--- src/rtl/cft_pkg.sv ---
// ----------------------------------------------------------------------------
// cft_pkg
// Shared types, character codes and helpers of the csv field tokenizer.
// ----------------------------------------------------------------------------
package cft_pkg;

  typedef enum logic [2:0] {
    SP_BEGIN,
    SP_NORMAL,
    SP_QUOTED,
    SP_QQUOTE,
    SP_NESC,
    SP_QESC
  } split_state_t;

  typedef enum logic [2:0] {
    UQ_NORMAL,
    UQ_NESC,
    UQ_QUOTED,
    UQ_QESC,
    UQ_QQUOTE
  } uq_state_t;

  typedef enum logic [2:0] {
    SQ_IDLE,
    SQ_DRAIN,
    SQ_CHAR,
    SQ_FLUSH,
    SQ_END,
    SQ_EOS
  } seq_state_t;

  typedef logic [1:0] kind_t;

  localparam kind_t KIND_CHAR       = 2'd0;
  localparam kind_t KIND_FIELD_END  = 2'd1;
  localparam kind_t KIND_RECORD_END = 2'd2;
  localparam kind_t KIND_NO_MORE    = 2'd3;

  localparam logic [7:0] CH_QUOTE     = 8'h22;
  localparam logic [7:0] CH_BACKSLASH = 8'h5C;
  localparam logic [7:0] CH_LF        = 8'h0A;
  localparam logic [7:0] CH_CR        = 8'h0D;
  localparam logic [7:0] CH_TAB       = 8'h09;
  localparam logic [7:0] CH_SPACE     = 8'h20;
  localparam logic [7:0] CH_N         = 8'h6E;
  localparam logic [7:0] CH_T         = 8'h74;

  localparam logic [6:0] DELIM_RESET  = 7'h2C;

  // result of one pass through the unquote unit
  typedef struct packed {
    logic       emit;
    logic [7:0] ch;
    uq_state_t  next;
  } uq_res_t;

  function automatic logic is_space(input logic [7:0] c);
    return (c == CH_SPACE) || (c inside {[8'd9:8'd13]});
  endfunction

endpackage

--- src/rtl/cft_hold_buf.sv ---
// ----------------------------------------------------------------------------
// cft_hold_buf
// Hold buffer for inner whitespace: one write port, one registered read port.
// ----------------------------------------------------------------------------
module cft_hold_buf #(
  parameter int DEPTH = 16,
  parameter int AW    = 4
) (
  input  logic          clk,
  input  logic          wr_en,
  input  logic [AW-1:0] wr_addr,
  input  logic [7:0]    wr_data,
  input  logic          rd_en,
  input  logic [AW-1:0] rd_addr,
  output logic [7:0]    rd_data
);

  logic [7:0] mem [DEPTH];

  always_ff @(posedge clk) begin
    if (wr_en) begin
      mem[wr_addr] <= wr_data;
    end
  end

  // read data holds while rd_en is low
  always_ff @(posedge clk) begin
    if (rd_en) begin
      rd_data <= mem[rd_addr];
    end
  end

endmodule

--- src/rtl/cft_unquote.sv ---
// ----------------------------------------------------------------------------
// cft_unquote
// Unquote unit: resolves quotes, escapes and CR for one field byte.
// ----------------------------------------------------------------------------
module cft_unquote import cft_pkg::*; (
  input  uq_state_t  state,
  input  logic [7:0] c,
  output uq_res_t    res
);

  logic [7:0] esc_ch;

  assign esc_ch = (c == CH_N) ? CH_LF : ((c == CH_T) ? CH_TAB : c);

  always_comb begin
    res.emit = 1'b0;
    res.ch   = c;
    res.next = state;
    case (state)
      UQ_NESC: begin
        res.emit = 1'b1;
        res.ch   = esc_ch;
        res.next = UQ_NORMAL;
      end
      UQ_QUOTED: begin
        if (c == CH_BACKSLASH) begin
          res.next = UQ_QESC;
        end else if (c == CH_QUOTE) begin
          res.next = UQ_QQUOTE;
        end else if (c != CH_CR) begin
          res.emit = 1'b1;
        end
      end
      UQ_QESC: begin
        res.emit = 1'b1;
        res.ch   = esc_ch;
        res.next = UQ_QUOTED;
      end
      UQ_QQUOTE: begin
        if (c == CH_QUOTE) begin
          res.emit = 1'b1;
          res.next = UQ_QUOTED;
        end else if (c == CH_CR) begin
          res.next = UQ_QUOTED;
        end else begin
          res.emit = 1'b1;
          res.next = UQ_NORMAL;
        end
      end
      default: begin
        if (c == CH_BACKSLASH) begin
          res.next = UQ_NESC;
        end else if (c == CH_QUOTE) begin
          res.next = UQ_QUOTED;
        end else if (c != CH_CR) begin
          res.emit = 1'b1;
        end
      end
    endcase
  end

endmodule

--- src/rtl/csv_field_tokenizer.sv ---
// ----------------------------------------------------------------------------
// csv_field_tokenizer
// Streaming CSV splitter and field unquoter with whitespace stripping.
// ----------------------------------------------------------------------------
// Input beats carry one text byte on s_axis_tdata, or an end-of-input mark
// on s_axis_tuser. Output beats carry resolved characters and field, record
// and end-of-stream marks; m_axis_tlast flags the final beat an input beat
// causes. The user must write the delimiter through cfg_we / cfg_data while
// idle; the block does not enforce this. One sequencer drives a single
// shared unquote unit over the held whitespace and then the new byte, one
// byte per cycle once the output is free; the hold buffer read port sets
// this drain rate. Non-whitespace text bytes run through the drain state if
// spaces are held, then the char and flush states, whether or not they
// yield a character; a field end runs through the end state, then
// end-of-stream if end of input follows; end of input at record begin goes
// to end-of-stream. s_axis_tready is high only while the sequencer is idle.
// Results sit in an output register; when the receiver stalls the sequencer
// waits and no beat is lost. Reset clears the state machines and valid
// flags, sets the delimiter to a comma; the hold buffer needs no clearing.
// ----------------------------------------------------------------------------
module csv_field_tokenizer import cft_pkg::*; #(
  parameter int HOLD_DEPTH = 16
) (
  input  logic       clk,
  input  logic       rst,
  input  logic       s_axis_tvalid,
  output logic       s_axis_tready,
  input  logic [7:0] s_axis_tdata,   // [7:0] in_byte
  input  logic       s_axis_tuser,   // [0] end_of_input
  output logic       m_axis_tvalid,
  input  logic       m_axis_tready,
  output logic [7:0] m_axis_tdata,   // [7:0] out_char
  output logic [2:0] m_axis_tuser,   // [1:0] kind, [2] space_overflow
  output logic       m_axis_tlast,
  input  logic       cfg_we,
  input  logic [6:0] cfg_data
);

  localparam int AW = (HOLD_DEPTH > 1) ? $clog2(HOLD_DEPTH) : 1;
  localparam int CW = $clog2(HOLD_DEPTH + 1);

  logic [6:0]   delimiter;
  split_state_t split_state;
  uq_state_t    unquote_state;
  seq_state_t   seq, seq_next;
  logic         seen_nonspace;
  logic [CW-1:0] held_count;
  logic         field_overflow;
  logic [CW-1:0] idx, idx_next;
  logic [7:0]   cbyte;
  kind_t        end_kind;
  logic         eoi_flag;
  logic         pend_v;
  logic [7:0]   pend_ch;
  logic         obuf_v;
  logic [7:0]   obuf_ch;
  kind_t        obuf_kind;
  logic         obuf_last;
  logic         obuf_ovf;

  logic         accept, out_free, step_uq;
  logic         in_eoi, in_space, do_end;
  kind_t        do_kind;
  split_state_t split_next;
  logic         load_o;
  logic [7:0]   o_ch;
  kind_t        o_kind;
  logic         o_last, o_ovf;
  logic         wr_en, rd_en;
  logic [AW-1:0] rd_addr;
  logic [7:0]   rd_data;
  logic [7:0]   uq_in;
  uq_res_t      uq_res;

  assign accept   = s_axis_tvalid && s_axis_tready;
  assign out_free = !obuf_v || m_axis_tready;
  assign step_uq  = ((seq == SQ_DRAIN) || (seq == SQ_CHAR)) && out_free;
  assign in_eoi   = s_axis_tuser;
  assign in_space = is_space(s_axis_tdata);
  assign idx_next = idx + CW'(1);
  assign uq_in    = (seq == SQ_DRAIN) ? rd_data : cbyte;

  assign s_axis_tready = (seq == SQ_IDLE);
  assign m_axis_tvalid = obuf_v;
  assign m_axis_tdata  = obuf_ch;
  assign m_axis_tuser  = {obuf_ovf, obuf_kind};
  assign m_axis_tlast  = obuf_last;

  // splitter decision for a byte beat; delimiter test wins where checked
  always_comb begin
    do_end     = 1'b0;
    do_kind    = KIND_FIELD_END;
    split_next = split_state;
    case (split_state)
      SP_QUOTED: begin
        if (s_axis_tdata == CH_QUOTE) begin
          split_next = SP_QQUOTE;
        end else if (s_axis_tdata == CH_BACKSLASH) begin
          split_next = SP_QESC;
        end
      end
      SP_QQUOTE: begin
        if (s_axis_tdata == {1'b0, delimiter}) begin
          do_end     = 1'b1;
          split_next = SP_NORMAL;
        end else if (s_axis_tdata == CH_QUOTE) begin
          split_next = SP_QUOTED;
        end else if (s_axis_tdata == CH_LF) begin
          do_end     = 1'b1;
          do_kind    = KIND_RECORD_END;
          split_next = SP_BEGIN;
        end else begin
          split_next = SP_NORMAL;
        end
      end
      SP_NESC: split_next = SP_NORMAL;
      SP_QESC: split_next = SP_QUOTED;
      default: begin
        if (s_axis_tdata == {1'b0, delimiter}) begin
          do_end     = 1'b1;
          split_next = SP_NORMAL;
        end else if (s_axis_tdata == CH_QUOTE) begin
          split_next = SP_QUOTED;
        end else if (s_axis_tdata == CH_BACKSLASH) begin
          split_next = SP_NESC;
        end else if (s_axis_tdata == CH_LF) begin
          do_end     = 1'b1;
          do_kind    = KIND_RECORD_END;
          split_next = SP_BEGIN;
        end else begin
          split_next = SP_NORMAL;
        end
      end
    endcase
  end

  // sequencer next state
  always_comb begin
    seq_next = seq;
    case (seq)
      SQ_IDLE: begin
        if (accept) begin
          if (in_eoi) begin
            seq_next = (split_state != SP_BEGIN) ? SQ_END : SQ_EOS;
          end else if (do_end) begin
            seq_next = SQ_END;
          end else if (!in_space) begin
            seq_next = (held_count != '0) ? SQ_DRAIN : SQ_CHAR;
          end
        end
      end
      SQ_DRAIN: if (step_uq && (idx_next == held_count)) seq_next = SQ_CHAR;
      SQ_CHAR:  if (step_uq) seq_next = SQ_FLUSH;
      SQ_FLUSH: if (!pend_v || out_free) seq_next = SQ_IDLE;
      SQ_END:   if (out_free) seq_next = eoi_flag ? SQ_EOS : SQ_IDLE;
      SQ_EOS:   if (out_free) seq_next = SQ_IDLE;
      default:  seq_next = SQ_IDLE;
    endcase
  end

  // sequencer outputs: output register load and hold buffer ports
  always_comb begin
    load_o = 1'b0;
    o_ch   = 8'd0;
    o_kind = KIND_CHAR;
    o_last = 1'b0;
    o_ovf  = 1'b0;
    case (seq)
      SQ_DRAIN, SQ_CHAR: begin
        // a new character pushes the pending one out, not yet last
        if (step_uq && uq_res.emit && pend_v) begin
          load_o = 1'b1;
          o_ch   = pend_ch;
        end
      end
      SQ_FLUSH: begin
        if (pend_v && out_free) begin
          load_o = 1'b1;
          o_ch   = pend_ch;
          o_last = 1'b1;
        end
      end
      SQ_END: begin
        if (out_free) begin
          load_o = 1'b1;
          o_kind = end_kind;
          o_ovf  = field_overflow;
          o_last = !eoi_flag;
        end
      end
      SQ_EOS: begin
        if (out_free) begin
          load_o = 1'b1;
          o_kind = KIND_NO_MORE;
          o_last = 1'b1;
        end
      end
      default: load_o = 1'b0;
    endcase
  end

  assign wr_en = accept && !in_eoi && !do_end && in_space && seen_nonspace &&
                 (held_count < CW'(HOLD_DEPTH));

  always_comb begin
    rd_en   = 1'b0;
    rd_addr = '0;
    if (accept) begin
      rd_en = 1'b1;
    end else if ((seq == SQ_DRAIN) && step_uq && (idx_next != held_count)) begin
      rd_en   = 1'b1;
      rd_addr = idx_next[AW-1:0];
    end
  end

  cft_hold_buf #(
    .DEPTH (HOLD_DEPTH),
    .AW    (AW)
  ) u_hold (
    .clk     (clk),
    .wr_en   (wr_en),
    .wr_addr (held_count[AW-1:0]),
    .wr_data (s_axis_tdata),
    .rd_en   (rd_en),
    .rd_addr (rd_addr),
    .rd_data (rd_data)
  );

  cft_unquote u_unquote (
    .state (unquote_state),
    .c     (uq_in),
    .res   (uq_res)
  );

  always_ff @(posedge clk) begin
    if (rst) begin
      seq            <= SQ_IDLE;
      delimiter      <= DELIM_RESET;
      split_state    <= SP_BEGIN;
      unquote_state  <= UQ_NORMAL;
      seen_nonspace  <= 1'b0;
      held_count     <= '0;
      field_overflow <= 1'b0;
      pend_v         <= 1'b0;
      obuf_v         <= 1'b0;
    end else begin
      seq <= seq_next;
      if (cfg_we) begin
        delimiter <= cfg_data;
      end
      if (accept) begin
        if (in_eoi) begin
          split_state <= SP_BEGIN;
        end else begin
          split_state <= split_next;
          if (!do_end) begin
            if (!in_space) begin
              seen_nonspace <= 1'b1;
            end else if (seen_nonspace && !(held_count < CW'(HOLD_DEPTH))) begin
              field_overflow <= 1'b1;
            end else if (wr_en) begin
              held_count <= held_count + CW'(1);
            end
          end
        end
      end
      if (step_uq) begin
        unquote_state <= uq_res.next;
        if (uq_res.emit) begin
          pend_v <= 1'b1;
        end
        if (seq == SQ_CHAR) begin
          held_count <= '0;
        end
      end
      if ((seq == SQ_FLUSH) && out_free) begin
        pend_v <= 1'b0;
      end
      if ((seq == SQ_END) && out_free) begin
        unquote_state  <= UQ_NORMAL;
        seen_nonspace  <= 1'b0;
        held_count     <= '0;
        field_overflow <= 1'b0;
      end
      if (load_o) begin
        obuf_v <= 1'b1;
      end else if (m_axis_tready) begin
        obuf_v <= 1'b0;
      end
    end
  end

  always_ff @(posedge clk) begin
    if (accept) begin
      cbyte    <= s_axis_tdata;
      eoi_flag <= in_eoi;
      end_kind <= in_eoi ? KIND_RECORD_END : do_kind;
      idx      <= '0;
    end else if ((seq == SQ_DRAIN) && step_uq) begin
      idx <= idx_next;
    end
    if (step_uq && uq_res.emit) begin
      pend_ch <= uq_res.ch;
    end
    if (load_o) begin
      obuf_ch   <= o_ch;
      obuf_kind <= o_kind;
      obuf_last <= o_last;
      obuf_ovf  <= o_ovf;
    end
  end

  // no character is left pending once the sequencer is idle
  a_idle_no_pend: assert property (@(posedge clk) disable iff (rst)
    (seq == SQ_IDLE) |-> !pend_v)
    else $error("pending character left when idle");

  a_count_bound: assert property (@(posedge clk) disable iff (rst)
    held_count <= CW'(HOLD_DEPTH))
    else $error("held whitespace count exceeds buffer depth");

  a_drain_index: assert property (@(posedge clk) disable iff (rst)
    (seq == SQ_DRAIN) |-> (idx < held_count))
    else $error("drain index past held whitespace");

  a_eoi_path: assert property (@(posedge clk) disable iff (rst)
    (accept && in_eoi) |=> ((seq == SQ_END) || (seq == SQ_EOS)))
    else $error("end of input did not start end sequence");

  a_field_end_clears: assert property (@(posedge clk) disable iff (rst)
    ((seq == SQ_END) && out_free) |=> ((held_count == '0) && !field_overflow))
    else $error("field end did not clear whitespace state");

endmodule
--- config.mk ---
export PLATFORM = sky130hd
export DESIGN_NAME = csv_field_tokenizer
export DESIGN_NICKNAME = d
export VERILOG_FILES = /design/src/rtl/cft_pkg.sv /design/src/rtl/cft_hold_buf.sv /design/src/rtl/cft_unquote.sv /design/src/rtl/csv_field_tokenizer.sv
export SDC_FILE = /design/constraint.sdc
export NUM_CORES = 1
export LEC_CHECK = 0
export BUFFER_PORTS_ARGS = -buffer_cell sky130_fd_sc_hd__buf_2
export CAP_MARGIN = 20
export CORE_MARGIN = 2
export CORE_UTILIZATION = 35
export CTS_BUF_LIST = sky130_fd_sc_hd__clkbuf_8 sky130_fd_sc_hd__clkbuf_16
export CTS_CLUSTER_DIAMETER = 80
export CTS_CLUSTER_SIZE = 10
export DETAILED_ROUTE_END_ITERATION = 10
export HOLD_SLACK_MARGIN = 0.02
export PLACE_DENSITY_LB_ADDON = 0.15
export SYNTH_ARGS = -nofsm -noshare
export SYNTH_HDL_FRONTEND = slang
export SYNTH_SLANG_ARGS = --single-unit
export TNS_END_PERCENT = 20
--- constraint.sdc ---
create_clock -name clk -period 3.2 [get_ports clk]
set_clock_uncertainty 0.1 [all_clocks]
set_input_delay 0.32 -clock clk [delete_from_list [all_inputs] [get_ports clk]]
set_output_delay 0.32 -clock clk [all_outputs]
set_load 0.05 [all_outputs]
==> results of run 1 <==
-- state kept, by name, summed over array words and instances (netlist names), 3 cells and up --
signal          flops
m_axis_tdata        8
seq                 3
unquote_state       3
cbyte               8
idx                 5
delimiter           7
held_count          5
u_hold.mem        128
split_state         3
u_hold.rd_data      8
pend_ch             8
-- kinds of logic (layout without fill, tap and decap cells) --
kind of cell / count (synthesis) / count (layout) / share of synthesized area
AO/OA/AOI/OAI: 143 / 143 / 0.113
XOR/XNOR: 22 / 22 / 0.0254
adder cells (fa/ha/maj): 5 / 5 / 0.00699
buffers and inverters: 52 / 150 / 0.0236
flip-flops: 197 / 197 / 0.627
multiplexers: 45 / 45 / 0.0513
AND/OR/NAND/NOR: 253 / 253 / 0.153
-- what timing repair did --
item | CTS | global route
buffers inserted | 0 | 0
hold buffers | 4 | 0
endpoints found under the hold margin | 4 | 0
endpoints found under the setup margin | 0 | 6
gates resized for setup | 0 | 3
-- worst min-delay path, delay by kind of cell --
kind          cells  cell delay, ns
buf+inv           1            0.08
mux               1            0.06
simple gates      1            0.07
-- cells in the final DEF, fill, tap and decap left out, types with 4 or more instances in the layout --
master | synthesis | layout
nor2b_1 | 8 | 8
a211oi_1 | 30 | 29
buf_4 | 1 | 64
a31oi_1 | 5 | 5
mux2i_1 | 38 | 38
clkbuf_16 | 0 | 17
and2_1 | 25 | 25
nor3b_2 | 1 | 5
xor2_1 | 11 | 11
nand2_1 | 50 | 50
dfxtp_1 | 30 | 30
o21ai_0 | 34 | 34
xnor2_1 | 8 | 8
inv_1 | 15 | 16
nand2b_1 | 7 | 7
and3_1 | 6 | 6
a21oi_1 | 17 | 17
ha_1 | 5 | 5
edfxtp_1 | 167 | 167
dlygate4sd3_1 | 0 | 4
nor4b_1 | 4 | 4
nand3_1 | 49 | 49
o211ai_1 | 6 | 6
or3_1 | 8 | 7
nor2_1 | 42 | 40
nor3_1 | 8 | 8
inv_8 | 0 | 5
o221ai_1 | 7 | 7
nor4_1 | 6 | 6
and2_0 | 10 | 10
a22oi_1 | 8 | 8
mux2_2 | 7 | 7
buf_2 | 10 | 34
-- synthesized netlist by cell type, types with 4 or more instances --
| cell | instances |
|---|---|
| nor3b_1 | 7 |
| and2_1 | 25 |
| nor2b_1 | 8 |
| xnor2_1 | 8 |
| and3_1 | 6 |
| nor4b_1 | 4 |
| a22oi_1 | 8 |
| dfxtp_1 | 30 |
| mux2i_1 | 38 |
| nor3_1 | 8 |
| inv_1 | 15 |
| o221ai_1 | 7 |
| nand2_1 | 50 |
| buf_2 | 10 |
| and2_0 | 10 |
| nand3_1 | 49 |
| nand2b_1 | 7 |
| o21ai_0 | 34 |
| mux2_2 | 7 |
| nor2_1 | 42 |
| or3_1 | 8 |
| clkbuf_1 | 24 |
| ha_1 | 5 |
| edfxtp_1 | 167 |
| o211ai_1 | 6 |
| nor4_1 | 6 |
| a211oi_1 | 30 |
| xor2_1 | 11 |
| a21oi_1 | 17 |
| a31oi_1 | 5 |
-- where the power goes --
part / switching [uW] / internal, uW
Clock: 1050 / 1050
Combinational: 1470 / 772
Sequential: 148 / 3120
-- worst paths after layout --
| check | slack, ns | cells past startpoint | end | startpoint |
|---|---|---|---|---|
| worst max-delay path | 0.15 | 11 | u_hold.rd_data[2]$_DFFE_PP_ | idx[1]$_SDFFE_PN0P_ |
| worst min-delay path | 0.03 | 3 | delimiter[4]$_SDFFE_PP0P_ | cfg_data[4] |
| worst max register to register | 0.15 | 11 | u_hold.rd_data[2]$_DFFE_PP_ | idx[1]$_SDFFE_PN0P_ |
| worst min register to register | 0.40 | 1 | field_overflow$_SDFFE_PP0P_ | field_overflow$_SDFFE_PP0P_ |
-- per-stage QoR --
step                instance area, um^2  total power (uW)  utilization  hold WS, ns
floorplan                          8980              4700            -        0.319
global placement                   9910              5510        0.394        0.377
detailed placement                 9910              5540        0.394        0.385
CTS                               10500              7640        0.419       0.0234
global route                      10600              7970        0.419       0.0340
finish                            10600              7610        0.419       0.0305
-- per-layer routing --
layer,track usage,vias up
li1,-,2904
met1,0.253,2998
met2,0.296,208
met3,0.0311,30
met4,0.0614,0
met5,0,-
-- final cells by class --
| cell class | instances | share of cell area |
|---|---|---|
| clock buffers | 17 | 0.0403 |
| clock inverters | 15 | 0.0153 |
| inverters | 15 | 0.00534 |
| multi-input cells | 468 | 0.300 |
| flip-flops and latches | 197 | 0.532 |
| well taps | 330 | 0.0391 |
| repair buffers | 103 | 0.0673 |
==> metrics, run 1 <==
status=complete, no violations; synthesized area=8960 um^2; Clk Latency, worst-skew pair=0.44 ns; Mapped Cells=717; area of the multi-input gates=3170 um^2; synthesized area per cell=12.5 um^2; setup_tns=0 ns; Rel. slew slack=0.583; CP cell instances=ha_1, buf_4, inv_1, nor4_2, o31ai_2, buf_4, a211oi_1, a211oi_1, buf_4, a22oi_1, o221ai_1; initial core utilization=0.356; die footprint=26900 um^2; Synth Flop Type=edfxtp_1; IO Port Bufs=34; CP startpoint kind=register; DR WL/cell=20.8 um; GP Congestion=0.920; final hold viol count=0; number of synthesized flops with an enable pin=167; final setup margin=0.147 ns; vias=6140; WP buf/inv=4; post-route ant nets=0; Routed WL=23.8 mm; fin crit share=0.954; Sequential Area=5620 um^2; post-synthesis async set-or-reset flop share=0; die height=164 um; post-synthesis register bit count=197; initial DRC count=633; Final Setup Violations=0; first-pass GRT wire length=36.5 mm; clock buffer count from CTS=17; vias in the first global route=6128; drt via density=5.36; initial antenna violation count=3; Core Box Area=25200 um^2; DPL Wire Length=17.2 mm; Worst Path Required=3.28 ns; most frequent CP cell=buf_4; Syn Nets=743; root buffer cell=clkbuf_16; Met2 Routed Length=11.3 mm; Seq/Total Area, Yosys=0.627; synth warn=0; Filler cells=2338; CTS tree=built; most area-consuming cells after synthesis=edfxtp_1 56%, dfxtp_1 6.7%, mux2i_1 4.2%, nand3_1 2.7%, a211oi_1 2.5%; CP max-delay cell=a211oi_1; max-cap viol count=0; clk slew on worst S/H paths=0.07 ns; Leak=0.00370 uW; Core Rows=58; Die Width=164 um; worst min path class=input pin to register; Synth cell types=76; met1 WL=10.9 mm; largest net degree at the start of global routing=21; layout overhead on the synthesized area=17.8%; Peak Freq=328 MHz; grt ovf=0; Largest delay share family, worst path=compound AO/OA/AOI/OAI gates; clock sink total=197; Pwr per Cell Area=721 nW/um^2; Crit. End Element=register; cell taking the most area after synthesis=edfxtp_1; fin. max-slew vios=0; Least-Margin Pin Slew=0.626 ns; post-synth top area share=0.560; placed insts=1109; crit path kind=register to register; DP Worst Slack=0.0645 ns; routed wl met3=1.12 mm; Peak supply drop=0.333 mV; Critical Path Max Stage Delay=0.48 ns; crit path max fanout=15; # IOs=35; clk buf depth=2; drc violations=0; Tmin final=3.05 ns; CTS H-tree depth=4; n_diodes=0; Final Net Count=828; GRT Total Usage=0.184; RSZ-0062 raised after global routing=yes; DRT Pass-1 Iters=5; highest routed metal layer=met4; final non-filler cell total=1145; Worst EP arrival=3.13 ns; share of post-route cells with drive strength above 1=0.199
(Power assumes the default switching activity.)
==> run 2, diff against run 1 <==
--- a/config.mk
+++ b/config.mk
@@ -7,8 +7,10 @@
 export LEC_CHECK = 0
 export BUFFER_PORTS_ARGS = -buffer_cell sky130_fd_sc_hd__buf_2
 export CAP_MARGIN = 20
+export CELL_PAD_IN_SITES_DETAIL_PLACEMENT = 0
+export CELL_PAD_IN_SITES_GLOBAL_PLACEMENT = 1
 export CORE_MARGIN = 2
-export CORE_UTILIZATION = 35
+export CORE_UTILIZATION = 49
 export CTS_BUF_LIST = sky130_fd_sc_hd__clkbuf_8 sky130_fd_sc_hd__clkbuf_16
 export CTS_CLUSTER_DIAMETER = 80
 export CTS_CLUSTER_SIZE = 10
==> constraint.sdc (replaced) <==
create_clock -name clk -period 3.7 [get_ports clk]
set_clock_uncertainty 0.1 [all_clocks]
set_input_delay 0.37 -clock clk [delete_from_list [all_inputs] [get_ports clk]]
set_output_delay 0.37 -clock clk [all_outputs]
set_load 0.05 [all_outputs]
==> run 2 against run 1 <==
Effect of this change: non-clock buffer count fell by 37; die area fell by 28%; clock-buffer cell count rose by 1; clock power fell by 10%; first-iteration DRC count fell by 21%; wire length fell by 9.9%; worst setup slack improved by 0.29 ns.
==> metrics, run 2 (same netlist as run 1, synthesis figures left out) <==
crit path kind=register to register (unchanged); Final Net Count=791 (was 828); Tmin final=3.26 ns (was 3.05 ns); WP buf/inv=3 (was 4); Pwr per Cell Area=639 nW/um^2 (was 721 nW/um^2); # IOs=35 (unchanged); CP max-delay cell=nand2_1 (was a211oi_1); Net Switching=2170 uW (was 2670 uW); commonest cells after routing, fill and taps aside=167 x edfxtp_1, 50 x nand2_1, 49 x nand3_1 (was 167 x edfxtp_1, 64 x buf_4, 50 x nand2_1); Rel. slew slack=0.337 (was 0.583); Critical Path Max Stage Delay=0.52 ns (was 0.48 ns); drt via density=6.01 (was 5.36); GRT Total Usage=0.229 (was 0.184); most frequent CP cell=buf_4 (unchanged); r2r setup slk=0.44 ns (was 0.15 ns); n_diodes=0 (unchanged); die height=139 um (was 164 um); r2r startpoint=seq[0]$_SDFFE_PP0P_ (was idx[1]$_SDFFE_PN0P_); Sequential Power Share=0.435 (was 0.429); worst min path class=input pin to register (unchanged); Leak=0.00351 uW (was 0.00370 uW); die footprint=19400 um^2 (was 26900 um^2); post-route ant nets=0 (unchanged); sw frac=0.336 (was 0.351); commonest non-fill, non-tap cell in the layout=edfxtp_1 (unchanged); Least-Margin Pin Slew=0.991 ns (was 0.626 ns); Routed WL=21.5 mm (was 23.8 mm); initial antenna violation count=0 (was 3); IO Port Bufs=34 (unchanged); max-cap viol count=0 (unchanged); Hold Path Stages=3 (unchanged); Filler cells=1488 (was 2338); worst r2r dst=u_hold.rd_data[2]$_DFFE_PP_ (unchanged); Comb pwr share=0.273 (was 0.294); placed insts=975 (was 1109); count of cells resized by post-cts repair=0 (unchanged); vias=6050 (was 6140); clk buf depth=2 (unchanged); GP Congestion=0.891 (was 0.920); status=complete, no violations (unchanged); share of post-route cells with drive strength above 1=0.157 (was 0.199); Final Setup Violations=0 (unchanged); Hold Crit Endpoint=delimiter[5]$_SDFFE_PP1P_ (was delimiter[4]$_SDFFE_PP0P_); final hold viol count=0 (unchanged); fin crit share=0.881 (was 0.954); clock buffer count from CTS=17 (unchanged); clock share of power=0.292 (was 0.276); crit path max fanout=18 (was 15); Core Rows=49 (was 58); first-pass GRT wire length=33.5 mm (was 36.5 mm); Die Width=139 um (was 164 um); fin. max-slew vios=0 (unchanged); CP cell instances=buf_4, nor3b_1, nand2_1, nor2_2, buf_4, nand2_1, buf_4, mux2i_1, o221ai_1 (was ha_1, buf_4, inv_1, nor4_2, o31ai_2, buf_4, a211oi_1, a211oi_1, buf_4, a22oi_1, o221ai_1); post-CTS setup buffer count=0 (unchanged); Worst EP arrival=3.32 ns (was 3.13 ns); DR WL/cell=21.3 um (was 20.8 um); CTS tree=built (unchanged); DRT Pass-1 Iters=5 (unchanged); initial DRC count=497 (was 633); CTS H-tree depth=4 (unchanged); reg2reg path depth=9 (was 11); CTS Hold Bufs=0 (was 4); Core Box Area=18000 um^2 (was 25200 um^2); layout overhead on the synthesized area=12.9% (was 17.8%); DPL Wire Length=15.3 mm (was 17.2 mm); initial core utilization=0.499 (was 0.356); grt ovf=0 (unchanged); Peak Freq=307 MHz (was 328 MHz); hold path start=cfg_data[5] (was cfg_data[4]); drc violations=0 (unchanged); largest net degree at the start of global routing=24 (was 21); Crit. End Element=register (unchanged); Peak supply drop=0.374 mV (was 0.333 mV); Worst Path Required=3.76 ns (was 3.28 ns); clk slew on worst S/H paths=0.07 ns (about the same); Int Pwr=4290 uW (was 4940 uW); root buffer cell=clkbuf_16 (unchanged); vias in the first global route=5808 (was 6128); RSZ-0062 raised after global routing=no (was yes); Largest delay share family, worst path=simple AND/OR/NAND/NOR gates (was compound AO/OA/AOI/OAI gates); CP startpoint kind=register (unchanged); Reg with most FFs=u_hold.mem (unchanged); final non-filler cell total=1007 (was 1145); Clk Latency, worst-skew pair=0.44 ns (about the same); Largest register FFs=128 (unchanged); setup_tns=0 ns (unchanged); clock sink total=197 (unchanged)
## run 2: cell count changes in the layout (fill, tap and decap cells not counted), moves of 2 or more
cell,before,now
clkinv_8,3,0
clkinvlp_4,0,3
buf_4,64,32
bufinv_16,0,2
nor3b_1,3,7
dlygate4sd3_1,4,0
nor3b_2,5,1
clkinv_4,3,1
## run 2: per-layer routing
layer	wire [um]	track usage	part of all wire	vias to the layer above
met1	9610	0.312	0.45	2938
met5	0	0	0	-
met2	10100	0.364	0.47	234
met4	505	0.0851	0.024	0
met3	1240	0.0508	0.058	42
li1	-	-	-	2836
## run 2: worst max-delay path by stage
stage	startpoint	to	slack (ns)	cells past startpoint
after global placement	seq[0]$_SDFFE_PP0P_	u_hold.rd_data[2]$_DFFE_PP_	0.48	9
final	seq[0]$_SDFFE_PP0P_	u_hold.rd_data[2]$_DFFE_PP_	0.44	9
after global routing	idx[1]$_SDFFE_PN0P_	u_hold.rd_data[7]$_DFFE_PP_	0.15	9
after floorplan	seq[0]$_SDFFE_PP0P_	u_hold.mem[7][0]$_DFFE_PP_	0.16	8
after CTS	seq[0]$_SDFFE_PP0P_	u_hold.rd_data[2]$_DFFE_PP_	0.42	9
after detailed placement	seq[0]$_SDFFE_PP0P_	u_hold.rd_data[2]$_DFFE_PP_	0.43	9
## run 2: final cells by class
class / count / area [um^2] / share of cell area
sequential: 197 / 5620 / 0.555
clock buffer: 18 / 439 / 0.0434
timing repair buffer: 66 / 410 / 0.0406
clock inverter: 14 / 166 / 0.0165
tap: 229 / 287 / 0.0283
inverter: 15 / 56.3 / 0.00557
multi-input combinational: 468 / 3140 / 0.310
## run 2: stage by stage
step | setup slack (ns) | utilization | hold WS, ns | power [uW] | area [um^2]
after floorplan | 0.163 | - | 0.356 | 4070 | 8960
final | 0.439 | 0.563 | 0.0442 | 6470 | 10100
after detailed placement | 0.426 | 0.529 | 0.375 | 4620 | 9510
after CTS | 0.416 | 0.563 | 0.0354 | 6490 | 10100
after global placement | 0.482 | 0.529 | 0.370 | 4590 | 9510
after global routing | 0.148 | 0.563 | 0.0619 | 6760 | 10100
## run 2: tightest hold or removal path, delay by kind of cell
family	cells	cell delay, ns
muxes	1	0.05
buffers and inverters	1	0.07
and+or+nand+nor	1	0.05
## run 2: power groups by stage
stage / sequential (uW) / clock, uW / combinational [uW]
5_1_grt: 2830 / 2010 / 1920
2_1_floorplan: 2980 / 0 / 1090
3_3_place_gp: 2860 / 0 / 1740
4_1_cts: 2810 / 1920 / 1760
3_5_place_dp: 2860 / 0 / 1760
6_report: 2810 / 1890 / 1760
==> run 3, diff against run 2 <==
--- a/config.mk
+++ b/config.mk
@@ -19,5 +19,6 @@
 export PLACE_DENSITY_LB_ADDON = 0.15
 export SYNTH_ARGS = -nofsm -noshare
 export SYNTH_HDL_FRONTEND = slang
+export SYNTH_HIERARCHICAL = 1
 export SYNTH_SLANG_ARGS = --single-unit
 export TNS_END_PERCENT = 20
==> run 3 against run 2 <==
Effect of this change: area after synthesis fell by 2.9%; clock power about the same; sequential power shrank 1%; critical path type unchanged.
==> metrics, run 3 <==
GP Congestion=0.827 (was 0.891); Final Util=0.570 (was 0.563); Final Net Count=663 (was 791); max-cap viol count=0 (unchanged); sw frac=0.310 (was 0.336); Routed WL=18.3 mm (was 21.5 mm); grt ovf=0 (unchanged); RSZ-0062 raised after global routing=no (unchanged); number of synthesized flops with an enable pin=167 (unchanged); status=complete, no violations (unchanged); r2r startpoint=seq[1]$_SDFFE_PP0P_ (was seq[0]$_SDFFE_PP0P_); drt via density=5.88 (was 6.01); post-synthesis async set-or-reset flop share=0 (unchanged); Synth top cells by count=167 x edfxtp_1, 57 x nor2_1, 30 x dfxtp_1, 25 x nand2_1, 18 x mux4_2 (was 167 x edfxtp_1, 50 x nand2_1, 49 x nand3_1, 42 x nor2_1, 38 x mux2i_1); largest net degree at the start of global routing=33 (was 24); initial core utilization=0.503 (was 0.499); root buffer cell=clkbuf_16 (unchanged); clock sink total=197 (unchanged); clock buffer count from CTS=17 (unchanged); Pwr per Cell Area=615 nW/um^2 (was 639 nW/um^2); clk buf depth=2 (unchanged); CTS H-tree depth=4 (unchanged); CTS tree=built (unchanged); cell taking the most area after synthesis=edfxtp_1 (unchanged); hold path start=cfg_data[5] (unchanged); crit path kind=register to register (unchanged); Worst Path Required=3.75 ns (was 3.76 ns); Peak Freq=302 MHz (was 307 MHz); Clk Latency, worst-skew pair=0.44 ns (about the same); Critical Path Max Stage Delay=0.43 ns (was 0.52 ns); CP startpoint kind=register (unchanged); crit path max fanout=11 (was 18); reg2reg path depth=13 (was 9); Power, Total=6070 uW (was 6470 uW); Net Switching=1880 uW (was 2170 uW); drc violations=0 (unchanged); clock share of power=0.308 (was 0.292); commonest non-fill, non-tap cell in the layout=edfxtp_1 (unchanged); Hold Path Stages=2 (was 3); synthesized area=8690 um^2 (was 8960 um^2); Sequential Power Share=0.457 (was 0.435); most numerous cell in the Yosys netlist=edfxtp_1 (unchanged); Synth cell types=81 (was 76); Largest register FFs=128 (unchanged); Leak=0.00333 uW (was 0.00351 uW); most frequent CP cell=a21oi_1 (was buf_4); Worst EP arrival=3.36 ns (was 3.32 ns); WHS=0.0340 ns (was 0.0442 ns); worst min path class=input pin to register (unchanged); Final Setup Violations=0 (unchanged); Syn Nets=602 (was 743); setup_tns=0 ns (unchanged); die footprint=18800 um^2 (was 19400 um^2); post-synth top area share=0.577 (was 0.560); Seq/Total Area, Yosys=0.646 (was 0.627); fin. max-slew vios=0 (unchanged); commonest cells after routing, fill and taps aside=167 x edfxtp_1, 56 x nor2_1, 34 x buf_2 (was 167 x edfxtp_1, 50 x nand2_1, 49 x nand3_1); fin crit share=0.895 (was 0.881); Comb pwr share=0.235 (was 0.273); Tmin final=3.31 ns (was 3.26 ns); DP Worst Slack=0.183 ns (was 0.426 ns); Core Rows=48 (was 49); Crit. End Element=register (unchanged); synthesized area per cell=15.0 um^2 (was 12.5 um^2); clk slew on worst S/H paths=0.07 ns (about the same); Die Width=137 um (was 139 um); share of post-route cells with drive strength above 1=0.232 (was 0.157); DRT Pass-1 Iters=5 (unchanged); IO Port Bufs=34 (unchanged); vias in the first global route=5051 (was 5808); final setup margin=0.389 ns (was 0.439 ns); vias=5155 (was 6050); Peak supply drop=0.425 mV (was 0.374 mV); # IOs=35 (unchanged); CP Launch Point=seq[1]$_SDFFE_PP0P_ (was seq[0]$_SDFFE_PP0P_); initial DRC count=415 (was 497); Rel. slew slack=0.510 (was 0.337); GRT Total Usage=0.210 (was 0.229); Mapped Cells=578 (was 717); Core Box Area=17300 um^2 (was 18000 um^2); most area-consuming cells after synthesis=edfxtp_1 58%, dfxtp_1 6.9%, mux4_2 4.7%, mux4_1 4.2%, nor2_1 2.5% (was edfxtp_1 56%, dfxtp_1 6.7%, mux2i_1 4.2%, nand3_1 2.7%, a211oi_1 2.5%); first-pass GRT wire length=28.6 mm (was 33.5 mm); Reg with most FFs=u_hold/mem (was u_hold.mem); CP max-delay cell=mux2_2 (was nand2_1); post-synthesis register bit count=197 (unchanged); Int Pwr=4190 uW (was 4290 uW); n_diodes=0 (unchanged); CP cell instances=nor2_1, and2_2, mux2_2, and4bb_1, nand4_1, a21oi_1, o21ai_1, inv_1, o21ai_0, a22o_1, nand2_1, a21oi_1, buf_4 (was buf_4, nor3b_1, nand2_1, nor2_2, buf_4, nand2_1, buf_4, mux2i_1, o221ai_1); synth warn=6 (was 0); post-CTS setup buffer count=0 (unchanged); post-route ant nets=0 (unchanged); die height=137 um (was 139 um); Synth Flop Type=edfxtp_1 (unchanged); initial antenna violation count=0 (unchanged); DR WL/cell=20.9 um (was 21.3 um); layout overhead on the synthesized area=13.5% (was 12.9%); Least-Margin Pin Slew=0.733 ns (was 0.991 ns); DPL Wire Length=12.2 mm (was 15.3 mm); final hold viol count=0 (unchanged)
[run 3: cell count changes in the layout (fill, tap and decap cells not counted), moves of 9 or more]
cell	before	now
nand3_1	49	7
a211oi_1	30	1
mux2i_1	38	9
nand2_1	50	25
o21ai_0	34	13
mux4_2	0	18
nor2_1	41	56
mux4_1	0	14
and2_1	25	13
and2_0	10	0
a22oi_1	8	17
inv_1	16	7
[run 3: power by group through the flow]
stage	registers, uW	clock network (uW)	logic (uW)
finish	2770	1870	1430
global route	2800	1990	1540
CTS	2780	1910	1440
detailed placement	2830	0	1420
global placement	2820	0	1400
floorplan	2930	0	939
[run 3: final timing paths]
path | to | slack [ns]
worst max-delay path | m_axis_tdata[6]$_DFFE_PP_ | 0.39
worst min-delay path | delimiter[5]$_SDFFE_PP1P_ | 0.03
worst max register to register | m_axis_tdata[6]$_DFFE_PP_ | 0.39
worst min register to register | field_overflow$_SDFFE_PP0P_ | 0.39
[run 3: cell families after synthesis]
kind of cell	share of synthesized area
adder cells (fa/ha/maj)	0.00677
flip-flops	0.646
AND/OR/NAND/NOR	0.118
multiplexers	0.110
AO/OA/AOI/OAI	0.0767
XOR/XNOR	0.0167
buffers and inverters	0.0259
[run 3: metal layers]
layer,track usage,part of all wire,up-vias
met5,0,0,-
met4,0.0682,0.015,0
met3,0.0386,0.046,21
met2,0.336,0.48,135
met1,0.294,0.45,2606
li1,-,-,2393
[run 3: repair_timing]
action | in CTS | in global routing
gates resized for setup | 0 | 2
hold buffers | 0 | 0
endpoints found under the setup margin | 0 | 20
[run 3: final cells by class]
type / instances / area, um^2
sequential: 197 / 5620
clock inverter: 15 / 186
timing repair buffer: 69 / 458
clock buffer: 17 / 425
fill: 1369 / 7430
multi-input combinational: 344 / 2860
inverter: 10 / 38.8
tap: 225 / 282
[run 3: per-stage QoR]
step	std cells	instance area (um^2)
after global routing	877	9870
final	877	9870
after CTS	877	9860
after floorplan	578	8690
after detailed placement	845	9250
after global placement	845	9250
[run 3: worst max-delay path: cells and delay by family, from the launching register on]
family / cells / cell delay [ns]
and+or+nand+nor: 5 / 1.03
buffers and inverters: 2 / 0.28
DFF: 1 / 0.31
AOI/OAI and AO/OA: 5 / 0.87
muxes: 1 / 0.43
